==> config.mk <==
export PLATFORM = sky130hd
export DESIGN_NAME = at_reply_line_classifier
export DESIGN_NICKNAME = d
export VERILOG_FILES = /design/src/rtl/core/arlc_pkg.sv /design/src/rtl/core/arlc_match.sv /design/src/rtl/core/arlc_line.sv /design/src/rtl/core/at_reply_line_classifier.sv
export SDC_FILE = /design/constraint.sdc
export NUM_CORES = 1
export LEC_CHECK = 0
export BUFFER_PORTS_ARGS = -buffer_cell sky130_fd_sc_hd__buf_4
export CAP_MARGIN = 20
export CELL_PAD_IN_SITES_DETAIL_PLACEMENT = 1
export CELL_PAD_IN_SITES_GLOBAL_PLACEMENT = 2
export CORE_ASPECT_RATIO = 0.8
export CORE_MARGIN = 2
export CORE_UTILIZATION = 40
export CTS_CLUSTER_SIZE = 30
export DETAILED_ROUTE_END_ITERATION = 8
export PLACE_DENSITY_LB_ADDON = 0.08
export SYNTH_ARGS = -nofsm -noshare
export SYNTH_HDL_FRONTEND = slang
export SYNTH_SLANG_ARGS = --single-unit
==> constraint.sdc <==
create_clock -name clk -period 4.1 [get_ports clk]
set_input_delay 0.205 -clock clk [delete_from_list [all_inputs] [get_ports clk]]
set_output_delay 0.205 -clock clk [all_outputs]
set_load 0.1 [all_outputs]
==> src/rtl/core/arlc_pkg.sv <==
package arlc_pkg;

  localparam int WinDepth = 14;
  localparam int NumKw = 5;
  localparam int LineMax = 128;
  localparam int LenW = 8;
  localparam int ClassW = 3;

  localparam logic [7:0] ChLf = 8'd10;
  localparam logic [7:0] ChCr = 8'd13;

  typedef logic [7:0] char_t;
  typedef char_t [WinDepth-1:0] window_t;
  typedef logic [NumKw-1:0] hits_t;

  localparam int KwOk = 0;
  localparam int KwGot = 1;
  localparam int KwWifi = 2;
  localparam int KwConn = 3;
  localparam int KwIpd = 4;

  typedef enum logic [ClassW-1:0] {
    CLS_WAIT = 3'd0,
    CLS_OK   = 3'd1,
    CLS_GOT  = 3'd2,
    CLS_WIFI = 3'd3,
    CLS_CONN = 3'd4,
    CLS_IPD  = 3'd5
  } line_class_t;

  typedef struct packed {
    logic        valid;
    line_class_t line_class;
    logic        line_overflow;
  } result_t;

  function automatic line_class_t pick_class(hits_t h);
    line_class_t c;
    if (h[KwGot]) c = CLS_GOT;
    else if (h[KwOk]) c = CLS_OK;
    else if (h[KwWifi]) c = CLS_WIFI;
    else if (h[KwConn]) c = CLS_CONN;
    else if (h[KwIpd]) c = CLS_IPD;
    else c = CLS_WAIT;
    return c;
  endfunction

endpackage

==> src/rtl/core/arlc_match.sv <==
module arlc_match (
  input  arlc_pkg::window_t win,
  input  arlc_pkg::char_t   c,
  output arlc_pkg::hits_t   hits
);

  localparam logic [15*8-1:0] KwWifiTxt = "WIFI DISCONNECT";
  localparam logic [7*8-1:0]  KwConnTxt = "CONNECT";
  localparam logic [3*8-1:0]  KwGotTxt  = "GOT";
  localparam logic [3*8-1:0]  KwIpdTxt  = "IPD";
  localparam logic [2*8-1:0]  KwOkTxt   = "OK";

  // window with the new char at the bottom: seq[0] newest
  logic [(arlc_pkg::WinDepth+1)*8-1:0] seq;

  assign seq = {win, c};

  assign hits[arlc_pkg::KwOk]   = (seq[2*8-1:0] == KwOkTxt);
  assign hits[arlc_pkg::KwGot]  = (seq[3*8-1:0] == KwGotTxt);
  assign hits[arlc_pkg::KwWifi] = (seq[15*8-1:0] == KwWifiTxt);
  assign hits[arlc_pkg::KwConn] = (seq[7*8-1:0] == KwConnTxt);
  assign hits[arlc_pkg::KwIpd]  = (seq[3*8-1:0] == KwIpdTxt);

endmodule

==> src/rtl/core/arlc_line.sv <==
module arlc_line (
  input  logic             clk,
  input  logic             rst_n,
  input  logic             take,
  input  arlc_pkg::char_t  c,
  output arlc_pkg::result_t res
);

  arlc_pkg::window_t          win_r, win_nxt;
  arlc_pkg::hits_t            hits_r, hits_nxt, hit_now;
  logic [arlc_pkg::LenW-1:0]  len_r, len_nxt;
  logic                       ovf_r, ovf_nxt;

  arlc_match u_match (
    .win  (win_r),
    .c    (c),
    .hits (hit_now)
  );

  always_comb begin
    win_nxt  = win_r;
    hits_nxt = hits_r;
    len_nxt  = len_r;
    ovf_nxt  = ovf_r;
    res.valid         = 1'b0;
    res.line_class    = arlc_pkg::pick_class(hits_r);
    res.line_overflow = ovf_r;
    if (take && c != arlc_pkg::ChCr) begin
      if (c == arlc_pkg::ChLf) begin
        res.valid = 1'b1;
        win_nxt   = '0;
        hits_nxt  = '0;
        len_nxt   = '0;
        ovf_nxt   = 1'b0;
      end else begin
        hits_nxt = hits_r | hit_now;
        win_nxt  = {win_r[arlc_pkg::WinDepth-2:0], c};
        if (len_r < arlc_pkg::LenW'(arlc_pkg::LineMax)) len_nxt = len_r + 1'b1;
        else ovf_nxt = 1'b1;
      end
    end
  end

  always_ff @(posedge clk) begin
    if (!rst_n) begin
      win_r  <= '0;
      hits_r <= '0;
      len_r  <= '0;
      ovf_r  <= 1'b0;
    end else begin
      win_r  <= win_nxt;
      hits_r <= hits_nxt;
      len_r  <= len_nxt;
      ovf_r  <= ovf_nxt;
    end
  end

  a_len_max: assert property (@(posedge clk) disable iff (!rst_n)
    len_r <= arlc_pkg::LenW'(arlc_pkg::LineMax))
    else $error("line length above limit");
  a_ovf_full: assert property (@(posedge clk) disable iff (!rst_n)
    ovf_r |-> len_r == arlc_pkg::LenW'(arlc_pkg::LineMax))
    else $error("overflow without full length");
  a_lf_clear: assert property (@(posedge clk) disable iff (!rst_n)
    res.valid |=> hits_r == '0 && len_r == '0 && !ovf_r)
    else $error("line state not cleared");
  a_wifi_conn: assert property (@(posedge clk) disable iff (!rst_n)
    hits_r[arlc_pkg::KwWifi] |-> hits_r[arlc_pkg::KwConn])
    else $error("wifi disconnect without connect");

endmodule

==> src/rtl/core/at_reply_line_classifier.sv <==
// channel | ports                        | word
// in      | in_valid, in_stall, in_rx_byte | one received byte
// out     | out_valid, out_stall, out_line_class, out_line_overflow | one line result
// A byte is taken every cycle while in_valid is high and in_stall is low; the line state updates in the same cycle.
// A line feed's result appears in the output register in the cycle after the line feed is taken.
// in_stall is high only while the output register is full and stalled.
// Reset (rst_n low, synchronous) clears window, flags, length and out_valid.
module at_reply_line_classifier (
  input  logic       clk,
  input  logic       rst_n,
  input  logic       in_valid,
  output logic       in_stall,
  input  logic [7:0] in_rx_byte,
  output logic       out_valid,
  input  logic       out_stall,
  output logic [2:0] out_line_class,
  output logic       out_line_overflow
);

  arlc_pkg::result_t res;
  logic              take;
  logic              out_valid_r, out_valid_nxt;
  logic [2:0]        cls_r;
  logic              ovf_r;

  assign in_stall = out_valid_r && out_stall;
  assign take     = in_valid && !in_stall;

  arlc_line u_line (
    .clk   (clk),
    .rst_n (rst_n),
    .take  (take),
    .c     (in_rx_byte),
    .res   (res)
  );

  always_comb begin
    out_valid_nxt = out_valid_r;
    if (!out_stall) out_valid_nxt = 1'b0;
    if (res.valid) out_valid_nxt = 1'b1;
  end

  always_ff @(posedge clk) begin
    if (!rst_n) out_valid_r <= 1'b0;
    else out_valid_r <= out_valid_nxt;
  end

  always_ff @(posedge clk) begin
    if (res.valid) begin
      cls_r <= res.line_class;
      ovf_r <= res.line_overflow;
    end
  end

  assign out_valid         = out_valid_r;
  assign out_line_class    = cls_r;
  assign out_line_overflow = ovf_r;

  a_no_drop: assert property (@(posedge clk) disable iff (!rst_n)
    res.valid |-> !(out_valid_r && out_stall))
    else $error("result over a held one");
  a_hold: assert property (@(posedge clk) disable iff (!rst_n)
    out_valid_r && out_stall |=> out_valid_r && $stable(cls_r) && $stable(ovf_r))
    else $error("held result changed");
  a_class_range: assert property (@(posedge clk) disable iff (!rst_n)
    out_valid_r |-> cls_r <= arlc_pkg::CLS_IPD)
    else $error("bad class");

endmodule

# After elaboration in Yosys (flattened, before gate mapping)
# Index checks and enable logic that the tools add are counted.
# word_totals
mem_count	0
inputBits	12
latch_bits	0
mem_bits_ro	0
ramBits	0
regBits	131
# op_classes
mul	0
bitwise_logic	1
div_mod_pow	0
n_mux	14
n_shift	0
n_lt_le_gt_ge	1
n_eq_ne	9
n_addsub	1
reduce_logical	8
# op_table
op	count
120-bit by 119-bit equality test with 1-bit output (second input constant)	1
112-bit two-way mux	1
56-bit by 55-bit equality test with 1-bit output (second input constant)	1
24-bit by 23-bit equality test with 1-bit output (second input constant)	2
16-bit by 15-bit equality test with 1-bit output (second input constant)	1
8-bit two-way mux	2
8-bit by 1-bit adder with 8-bit output (second input constant)	1
8-bit by 4-bit equality test with 1-bit output (second input constant)	1
8-bit < comparator (second input constant)	1
8-bit by 4-bit != test with 1-bit output (second input constant)	1
1-bit two-way mux	6
3-bit two-way mux	2
5-bit two-way mux	1
5-bit bitwise OR	1
2-bit two-way mux	2
2-bit by 1-bit != test with 1-bit output (second input constant)	2
2-bit AND reduction	2
1-bit logical AND	3
3-bit OR reduction	1
2-bit nonzero test	1
1-bit zero test	1

# Depth between registers and ports, before layout
# Gate-level depths: netlist of the first run.
# depth
ltp_word	6
depth_mapped	7
ltp_nobuf	5

# Modules after synthesis
# From an unflattened synthesis of the first run, not the netlist that was laid out.
# hier_totals
hier_cells	546
area_unflattened_um2	5514.0
# by_module_without_submodules
module	area_per_inst_um2	cells_each	instances
arlc_line	4884.7	482	1
arlc_match	466.7	56	1
at_reply_line_classifier	162.7	8	1

# Least setup slack after synthesis of the first run
# OpenSTA, ideal clock, no wires.
# synth_path
path_kind	register -> register
start	register out_valid_r (netlist: out_valid)
end	register u_line.len_r[4] (netlist name)
t_required_ps	4030
stages_incl_launch_ff	8
slack_ps	1441
arrival_ps	2589
path_cell_list	dfxtp_1 nand2_1 inv_1 or3b_1 nand2_1 buf_6 buf_6 a21oi_1
# synth_between
elab_chain_cells	5
# synth_rtl
item	line_no	source
start: declaration	at_reply_line_classifier.sv:22	logic out_valid_r, out_valid_nxt;
start signal: assignment	at_reply_line_classifier.sv:45	else out_valid_r <= out_valid_nxt;
1-bit logical AND	at_reply_line_classifier.sv:26	assign in_stall = out_valid_r && out_stall;
named net in_stall	at_reply_line_classifier.sv:12	output logic in_stall,
1-bit zero test	at_reply_line_classifier.sv:27	assign take = in_valid && !in_stall;
1-bit logical AND	at_reply_line_classifier.sv:27	
1-bit logical AND	arlc_line.sv:28	if (take && c != arlc_pkg::ChCr) begin
2-bit AND reduction (no line)	--	
end signal: assignment	arlc_line.sv:53	len_r <= len_nxt;
end: declaration	arlc_line.sv:11	logic [arlc_pkg::LenW-1:0] len_r, len_nxt;
# The timed path passes the listed nets, and every way through them passes these cells.
# A chain may end at the register's enable or synchronous reset.

# Final worst setup path of the first run
# layout_path
start	register out_valid_r (netlist: out_valid)
end	register u_line.len_r[4] (netlist name)
# layout_between
elab_chain_cells	5
# layout_rtl
item	line_no
1-bit logical AND	at_reply_line_classifier.sv:26
1-bit zero test	at_reply_line_classifier.sv:27
1-bit logical AND	at_reply_line_classifier.sv:27
1-bit logical AND	arlc_line.sv:28
2-bit AND reduction (no line)	--
# No other way between the ends.

==> impl_metrics.py, run 1 <==
metrics = {
    "clock_tree": {
        "max-clock-path-buffers": 2,
        "cts_htree_levels": 4,
        "worst_skew_pair.late_latency_ps": 420,
        "cts_buffers": 17,
        "clk_pin_slew_worst_paths_ps": 60,
        "cts-resized-gates": 0,
        "root_buffer": "sky130_fd_sc_hd__clkbuf_16",
        "clkSinkCount": 131,
        "postCtsHoldBufs": 0,
        "cts_tree": "yes",
        "cts.repair_timing.setup_buffer_count": 0,
    },
    "global_route": {
        "grt_overflow_total": 0,
        "grtUsageMet1": 0.294,
        "grt.met3_usage": 0.0553,
        "first_global_vias": 4077,
        "grtUsageTotal": 0.197,
        "maximum_number_of_pins_on_one_net_before_global_route_repair": 70,
        "grt_first_pass_wirelength_um": 21100,
        "grt_util_met2": 0.270,
        "grt.busiest_layer": "met1",
        "antenna_violations_before_repair": 0,
    },
    "setup_path": {
        "crit-reg2reg-launch": "out_valid$_SDFFE_PN0P_",
        "critical_path_arrival_ps": 2810,
        "critPathBufInv": 1,
        "worstSetupPathType": "reg -> reg",
        "r2r.worst_path.cells": 6,
        "worst-path-max-fanout": 65,
        "crit_path_cell_trace": "nand2_1, o311a_4, buf_4, nand4_1, a211o_1, a21oi_1",
        "crit_path_max_incr_delay_ps": 650,
        "cpLargestDelayFamily": "compound AO/OA/AOI/OAI gates",
        "regToRegEndpoint": "u_line.len_r[4]$_SDFFE_PN0P_",
        "critPathCaptureType": "register",
        "timing.reg2reg.setup_slack_ps": 1630,
        "worstSetupStartpointType": "register",
        "timing.critical_path.slowest_stage_cell": "sky130_fd_sc_hd__buf_4",
        "required_time_at_the_worst_slack_endpoint_ps": 4440,
    },
    "synthesis": {
        "synth.yosys.seq_area_share": 0.519,
        "yosys_most_used_dff": "sky130_fd_sc_hd__dfxtp_1",
        "post_synth_main_area_contributors": "sky130_fd_sc_hd__dfxtp_1 50%, sky130_fd_sc_hd__nand2_1 17%, sky130_fd_sc_hd__a21oi_1 11%",
        "synthesis.instances": 622,
        "syn-num-nets": 635,
        "synth_top_cell_by_area": "sky130_fd_sc_hd__dfxtp_1",
        "synthDistinctLibCells": 42,
        "share_of_the_synthesized_area_in_the_top_cell_type": 0.495,
        "synth_seq_cells": 131,
        "syn_area_mm2": 0.00513,
        "synth_enable_flop_cells": 4,
        "syn_area_per_cell_um2": 8.25,
        "asyncSetResetFlopFracSynth": 0,
        "yosys_warnings": 0,
    },
    "die": {
        "die_x_um": 131,
        "initial_utilization": 0.416,
        "fp.dieArea_mm2": 0.0138,
        "floorplan.core_area_mm2": 0.0123,
        "io_pins": 18,
        "die_h_um": 105,
        "core.rowCount": 36,
    },
    "detailed_routing": {
        "detail_route.vias_per_cell": 5.22,
        "antenna_left": 0,
        "drt_first_pass_iters": 4,
        "vias": 4222,
        "post-route-drc-count": 0,
        "detail_route.wirelength_um": 12700,
        "drt_first_iter_violations": 262,
        "routed_wire_length_per_instance_um": 15.7,
    },
    "sta": {
        "totalNegativeSetupSlack_ps": 0,
        "achievable-frequency_mhz": 406,
        "timing.clock.skew_ps": 4.99,
        "finalHoldViolations": 0,
        "timing.max_slew.rel_slack": 0.479,
        "timing_worst_slew_pin_value_ps": 775,
        "slew_viol_final": 0,
        "setup_violations": 0,
        "setup_repair_after_global_routing_missed_its_margin": "no",
        "finalCritPeriodShare": 0.601,
        "final.min_clock_period_ps": 2470,
    },
    "placement": {
        "post-place-cells": 777,
        "gp_routability_congestion": 0.782,
        "place_hpwl_um": 8350,
        "portBuffers": 17,
    },
    "cells_and_area": {
        "insertedDiodeCount": 0,
        "layout.filler_cells": 1504,
        "syn_to_final_growth_pct": 14.6,
        "final_cells": 809,
        "nets": 639,
        "final_layout_size_suffix_gt1_frac": 0.0878,
    },
    "job": {
        "max_cap_violations": 0,
    },
    "hold_path": {
        "worst_hold_startpoint": "in_rx_byte[6]",
        "holdCritPathClass": "in -> reg",
        "hold_path_depth": 3,
        "timing.hold.worst_endpoint": "u_line.win_r[6]$_SDFFE_PN0P_",
    },
    "power_and_ir_drop": {
        "ir_worst_vdd_mv": 0.291,
        "static-leakage-power_nw": 1.94,
        "power_per_cell_area_mw_per_mm2": 486,
    },
    "outcome": {
        "result_of_the_run": "finished clean",
    },
}
[stage by stage]
| stage | util | area, um2 | total power, mW | hold WS [ps] | setup slack [ps] |
|---|---|---|---|---|---|
| CTS | 0.475 | 5860 | 2.89 | 55.9 | 1610 |
| finish | 0.476 | 5880 | 2.86 | 73.2 | 1630 |
| global route | 0.476 | 5880 | 2.97 | 70.9 | 1440 |
| detailed placement | 0.429 | 5300 | 1.44 | 427 | 1270 |
| global placement | 0.429 | 5300 | 1.43 | 440 | 1320 |
| floorplan | - | 5130 | 1.41 | 322 | 1440 |
[state kept, by name, summed over array words and instances (netlist names)]
register and cells:
out_line_class 3, out_line_overflow 1, out_valid 1, u_line.hits_r 5
u_line.len_r 8, u_line.ovf_r 1, u_line.win_r 112
[tightest hold or removal path: stages]
cell,delay (ps)
sky130_fd_sc_hd__buf_4,120
sky130_fd_sc_hd__nand2_1,50
sky130_fd_sc_hd__a21boi_0,60
[cell usage after synthesis (2+ instances only)]
| master | count |
|---|---|
| sky130_fd_sc_hd__inv_1 | 4 |
| sky130_fd_sc_hd__nand3_1 | 5 |
| sky130_fd_sc_hd__o21ai_0 | 2 |
| sky130_fd_sc_hd__a41oi_1 | 2 |
| sky130_fd_sc_hd__buf_6 | 12 |
| sky130_fd_sc_hd__buf_2 | 10 |
| sky130_fd_sc_hd__a21boi_0 | 7 |
| sky130_fd_sc_hd__xnor2_1 | 4 |
| sky130_fd_sc_hd__nand2_1 | 231 |
| sky130_fd_sc_hd__nor4_1 | 6 |
| sky130_fd_sc_hd__nor2_1 | 18 |
| sky130_fd_sc_hd__nor4bb_1 | 8 |
| sky130_fd_sc_hd__nor2b_1 | 2 |
| sky130_fd_sc_hd__nand2b_1 | 2 |
| sky130_fd_sc_hd__nor3_1 | 2 |
| sky130_fd_sc_hd__and3_1 | 3 |
| sky130_fd_sc_hd__a31oi_1 | 3 |
| sky130_fd_sc_hd__clkbuf_1 | 16 |
| sky130_fd_sc_hd__nand4_1 | 9 |
| sky130_fd_sc_hd__and4_1 | 5 |
| sky130_fd_sc_hd__a21oi_1 | 112 |
| sky130_fd_sc_hd__dfxtp_1 | 127 |
| sky130_fd_sc_hd__a2111oi_0 | 2 |
| sky130_fd_sc_hd__nor4b_1 | 9 |
| sky130_fd_sc_hd__edfxtp_1 | 4 |
[cells by family after synthesis]
family / after synthesis / share of synthesized area
and+or+nand+nor: 308 / 0.273
AOI/OAI and AO/OA: 135 / 0.147
DFF: 131 / 0.519
buffers and inverters: 43 / 0.0522
xor gates and xnor gates: 4 / 0.00683
adders and majority gates: 1 / 0.00244
[per-layer routing]
| metal | vias up | wire [um] |
|---|---|---|
| met4 | 0 | 176 |
| li1 | 2118 | - |
| met3 | 16 | 453 |
| met5 | - | 0 |
| met2 | 47 | 5340 |
| met1 | 2041 | 6710 |
[final cells by class]
class                      count  area [um2]  share of cell area
sequential                   131        2660               0.453
multi-input combinational    448        2220               0.378
clock buffer                  27         523              0.0890
tap                          171         214              0.0364
timing repair buffer          24         200              0.0340
clock inverter                 4        45.0             0.00766
inverter                       4        15.0             0.00255
[placed cells by master, fill, tap and decap left out, types with 2 or more instances in the layout]
master,synthesis,final
sky130_fd_sc_hd__a2111oi_0,2,2
sky130_fd_sc_hd__a21boi_0,7,7
sky130_fd_sc_hd__a21oi_1,112,112
sky130_fd_sc_hd__a31oi_1,3,3
sky130_fd_sc_hd__a41oi_1,2,2
sky130_fd_sc_hd__and3_1,3,3
sky130_fd_sc_hd__and4_1,5,5
sky130_fd_sc_hd__buf_4,1,22
sky130_fd_sc_hd__clkbuf_1,16,4
sky130_fd_sc_hd__clkbuf_16,0,17
sky130_fd_sc_hd__clkbuf_8,0,6
sky130_fd_sc_hd__clkinv_2,0,3
sky130_fd_sc_hd__dfxtp_1,127,127
sky130_fd_sc_hd__edfxtp_1,4,4
sky130_fd_sc_hd__inv_1,4,4
sky130_fd_sc_hd__nand2_1,231,230
sky130_fd_sc_hd__nand2b_1,2,2
sky130_fd_sc_hd__nand3_1,5,5
sky130_fd_sc_hd__nand4_1,9,9
sky130_fd_sc_hd__nor2_1,18,18
sky130_fd_sc_hd__nor2b_1,2,2
sky130_fd_sc_hd__nor3_1,2,2
sky130_fd_sc_hd__nor4_1,6,6
sky130_fd_sc_hd__nor4b_1,9,9
sky130_fd_sc_hd__nor4bb_1,8,8
sky130_fd_sc_hd__o21ai_0,2,2
sky130_fd_sc_hd__xnor2_1,4,4
[report_power, final]
part	total (mW)	switching [mW]	internal, mW
logic	0.108	0.0787	0.0295
registers	1.30	0.0121	1.29
clock network	1.45	0.523	0.924
total	2.86	0.614	2.24
[how the worst max path moves through the flow]
stage                                          to              startpoint  depth (start not counted)  slack, ps
CTS                  u_line.len_r[4]$_SDFFE_PN0P_  out_valid$_SDFFE_PN0P_                          6       1610
global route         u_line.len_r[4]$_SDFFE_PN0P_  out_valid$_SDFFE_PN0P_                          6       1440
finish               u_line.len_r[4]$_SDFFE_PN0P_  out_valid$_SDFFE_PN0P_                          6       1630
detailed placement  u_line.win_r[84]$_SDFFE_PN0P_           in_rx_byte[5]                          7       1270
global placement     u_line.len_r[0]$_SDFFE_PN0P_           in_rx_byte[5]                          7       1320
floorplan            u_line.len_r[4]$_SDFFE_PN0P_  out_valid$_SDFFE_PN0P_                          7       1440
No activity file was read; power rests on OpenSTA's default activity.
==> run 2, diff against run 1 <==
--- a/config.mk
+++ b/config.mk
@@ -11,7 +11,7 @@
 export CELL_PAD_IN_SITES_GLOBAL_PLACEMENT = 2
 export CORE_ASPECT_RATIO = 0.8
 export CORE_MARGIN = 2
-export CORE_UTILIZATION = 40
+export CORE_UTILIZATION = 37
 export CTS_CLUSTER_SIZE = 30
 export DETAILED_ROUTE_END_ITERATION = 8
 export PLACE_DENSITY_LB_ADDON = 0.08
==> constraint.sdc (replaced) <==
create_clock -name clk -period 2.4 [get_ports clk]
set_input_delay 0.12 -clock clk [delete_from_list [all_inputs] [get_ports clk]]
set_output_delay 0.12 -clock clk [all_outputs]
set_load 0.1 [all_outputs]
==> impl_metrics.py, run 2 (synthesized netlist as in run 1, its figures left out) <==
metrics = {
    "outcome": {
        "result_of_the_run": "finished clean",
    },
    "hold_path": {
        "holdCritPathClass": "in -> reg",
    },
    "setup_path": {
        "cpMostUsedCell": "sky130_fd_sc_hd__buf_4",
        "worst-path-max-fanout": 12,
        "crit_path_cell_trace": "dlygate4sd3_1, buf_4, or4_4, nand4bb_4, or3b_4, nand2_4, buf_4, a21oi_1",
        "cpLargestDelayFamily": "simple AND/OR/NAND/NOR gates",
        "worstSetupPathType": "in -> reg",
        "critPathCaptureType": "register",
        "critPathBufInv": 3,
        "required_time_at_the_worst_slack_endpoint_ps": 2690,
        "crit_path_max_incr_delay_ps": 570,
        "critical_path_arrival_ps": 2620,
        "timing.critical_path.slowest_stage_cell": "sky130_fd_sc_hd__or4_4",
        "worstSetupStartpointType": "input pin",
    },
    "detailed_routing": {
        "detailroute.wirelength.met2_um": 5640,
        "routed.top_layer": "met4",
        "length_of_routed_wiring_on_met1_um": 7210,
        "vias": 4277,
        "detail_route.wirelength_um": 13400,
        "met3WireLength_um": 363,
        "post-route-drc-count": 0,
        "routed_wire_length_per_instance_um": 16.0,
        "drt_first_pass_iters": 4,
        "antenna_left": 0,
        "drt_first_iter_violations": 237,
        "detail_route.vias_per_cell": 5.13,
    },
    "global_route": {
        "first_global_vias": 4164,
        "grtUsageTotal": 0.190,
        "maximum_number_of_pins_on_one_net_before_global_route_repair": 99,
        "antenna_violations_before_repair": 0,
        "grt_overflow_total": 0,
        "grt_first_pass_wirelength_um": 21700,
    },
    "cells_and_area": {
        "multiInputGateArea_mm2": 0.00223,
        "syn_to_final_growth_pct": 19.7,
        "layout.filler_cells": 1598,
        "largest_register_ff_count": 112,
        "final_cell_mix": "230 x sky130_fd_sc_hd__nand2_1, 126 x sky130_fd_sc_hd__dfxtp_1, 112 x sky130_fd_sc_hd__a21oi_1, 23 x sky130_fd_sc_hd__buf_4, 18 x sky130_fd_sc_hd__nor2_1",
        "final_layout_size_suffix_gt1_frac": 0.0963,
        "biggestRegsByFlops": "u_line.win_r: 112 flops, u_line.len_r: 8 flops, u_line.hits_r: 5 flops",
        "design_area_mm2": 0.00614,
        "nets": 655,
        "seqCellArea_mm2": 0.00266,
        "insertedDiodeCount": 0,
        "layout_commonest_cell": "sky130_fd_sc_hd__nand2_1",
        "largest_register": "u_line.win_r",
    },
    "clock_tree": {
        "cts_tree": "yes",
        "cts_buffers": 17,
        "root_buffer": "sky130_fd_sc_hd__clkbuf_16",
        "clk_pin_slew_worst_paths_ps": 60,
        "cts_htree_levels": 4,
        "max-clock-path-buffers": 2,
        "worst_skew_pair.late_latency_ps": 420,
        "clkSinkCount": 131,
    },
    "sta": {
        "finalWorstSetupSlack_ps": 72.9,
        "finalCritPeriodShare": 0.970,
        "achievable-frequency_mhz": 430,
        "timing.clock.skew_ps": 19.2,
        "setup_repair_after_global_routing_missed_its_margin": "no",
        "final.min_clock_period_ps": 2330,
        "finalHoldViolations": 0,
        "timing_worst_slew_pin_value_ps": 636,
        "timing.max_slew.rel_slack": 0.570,
        "worst_hold_slack_ps": 236,
        "setup_violations": 0,
        "totalNegativeSetupSlack_ps": 0,
        "slew_viol_final": 0,
    },
    "job": {
        "max_cap_violations": 0,
    },
    "die": {
        "die_h_um": 109,
        "core.rowCount": 38,
        "io_pins": 18,
        "die_x_um": 136,
        "floorplan.core_area_mm2": 0.0136,
        "fp.dieArea_mm2": 0.0148,
        "initial_utilization": 0.379,
    },
    "power_and_ir_drop": {
        "power_per_cell_area_mw_per_mm2": 837,
        "share_clk_of_total_power": 0.525,
        "internal_power_mw": 4.07,
        "combinationalPowerShare": 0.043,
        "ir_worst_vdd_mv": 0.533,
        "pwr-share-seq": 0.433,
        "p_total_mw": 5.14,
        "switching_share": 0.208,
        "static-leakage-power_nw": 2.04,
        "power.switching_mw": 1.07,
    },
    "placement": {
        "portBuffers": 17,
        "dp_worst_setup_slack_ps": 162,
        "place_hpwl_um": 8580,
        "gp_routability_congestion": 0.736,
        "dpl-instance-area_mm2": 0.00544,
    },
}
==> run 2: cell types whose count changed in the layout (fill, tap and decap cells not counted), moves of 2 or more <==
cell	previous run	this run
sky130_fd_sc_hd__clkinv_2	3	1
sky130_fd_sc_hd__dlygate4sd3_1	0	9
sky130_fd_sc_hd__bufinv_16	1	4
sky130_fd_sc_hd__clkbuf_8	6	2
sky130_fd_sc_hd__clkbuf_1	4	7
sky130_fd_sc_hd__buf_12	1	7
==> run 2: power by group through the flow <==
| stage | combinational, mW | clock, mW | sequential, mW |
|---|---|---|---|
| final | 0.219 | 2.70 | 2.22 |
| after global routing | 0.241 | 2.86 | 2.23 |
| after CTS | 0.218 | 2.75 | 2.22 |
| after detailed placement | 0.206 | 0 | 2.27 |
| after global placement | 0.203 | 0 | 2.27 |
| after floorplan | 0.139 | 0 | 2.26 |
==> run 2: what timing repair did <==
action	4_1_cts	5_1_grt
hold buffers	9	0
setup endpoints to repair	0	108
resized for setup	0	1
hold endpoints to repair	9	0
buffers inserted	0	0
==> run 2: path summary, 6_finish.rpt <==
| path | from | end | slack, ps | depth (start not counted) |
|---|---|---|---|---|
| min | out_stall | out_valid$_SDFFE_PN0P_ | 240 | 3 |
| min reg2reg | u_line.ovf_r$_SDFFE_PN0P_ | out_line_overflow$_DFFE_PP_ | 440 | 0 |
| max reg2reg | u_line.win_r[54]$_SDFFE_PN0P_ | u_line.hits_r[2]$_SDFFE_PN0P_ | 570 | 5 |
| max | in_rx_byte[5] | u_line.win_r[96]$_SDFFE_PN0P_ | 70 | 8 |
==> run 2: worst min-delay path: stages <==
cell	delay, ps
sky130_fd_sc_hd__buf_4	110
sky130_fd_sc_hd__nand2_1	230
sky130_fd_sc_hd__a21boi_0	150
==> run 2: final cells by class <==
class	instances	area share
flip-flops and latches	131	0.434
multi-input cells	449	0.363
clock buffers	26	0.0780
repair buffers	39	0.0656
well taps	180	0.0367
clock inverters	5	0.0204
inverters	4	0.00305
==> run 2: through the flow <==
stage / util / cells
after CTS: 0.453 / 833
after global routing: 0.453 / 834
after floorplan: - / 622
final: 0.453 / 834
after global placement: 0.401 / 793
after detailed placement: 0.401 / 793
==> run 2: layer usage <==
metal / GRT usage / vias to the layer above
li1: - / 2148
met1: 0.279 / 2080
met2: 0.272 / 37
met3: 0.0461 / 12
met4: 0.0677 / 0
met5: 0 / -
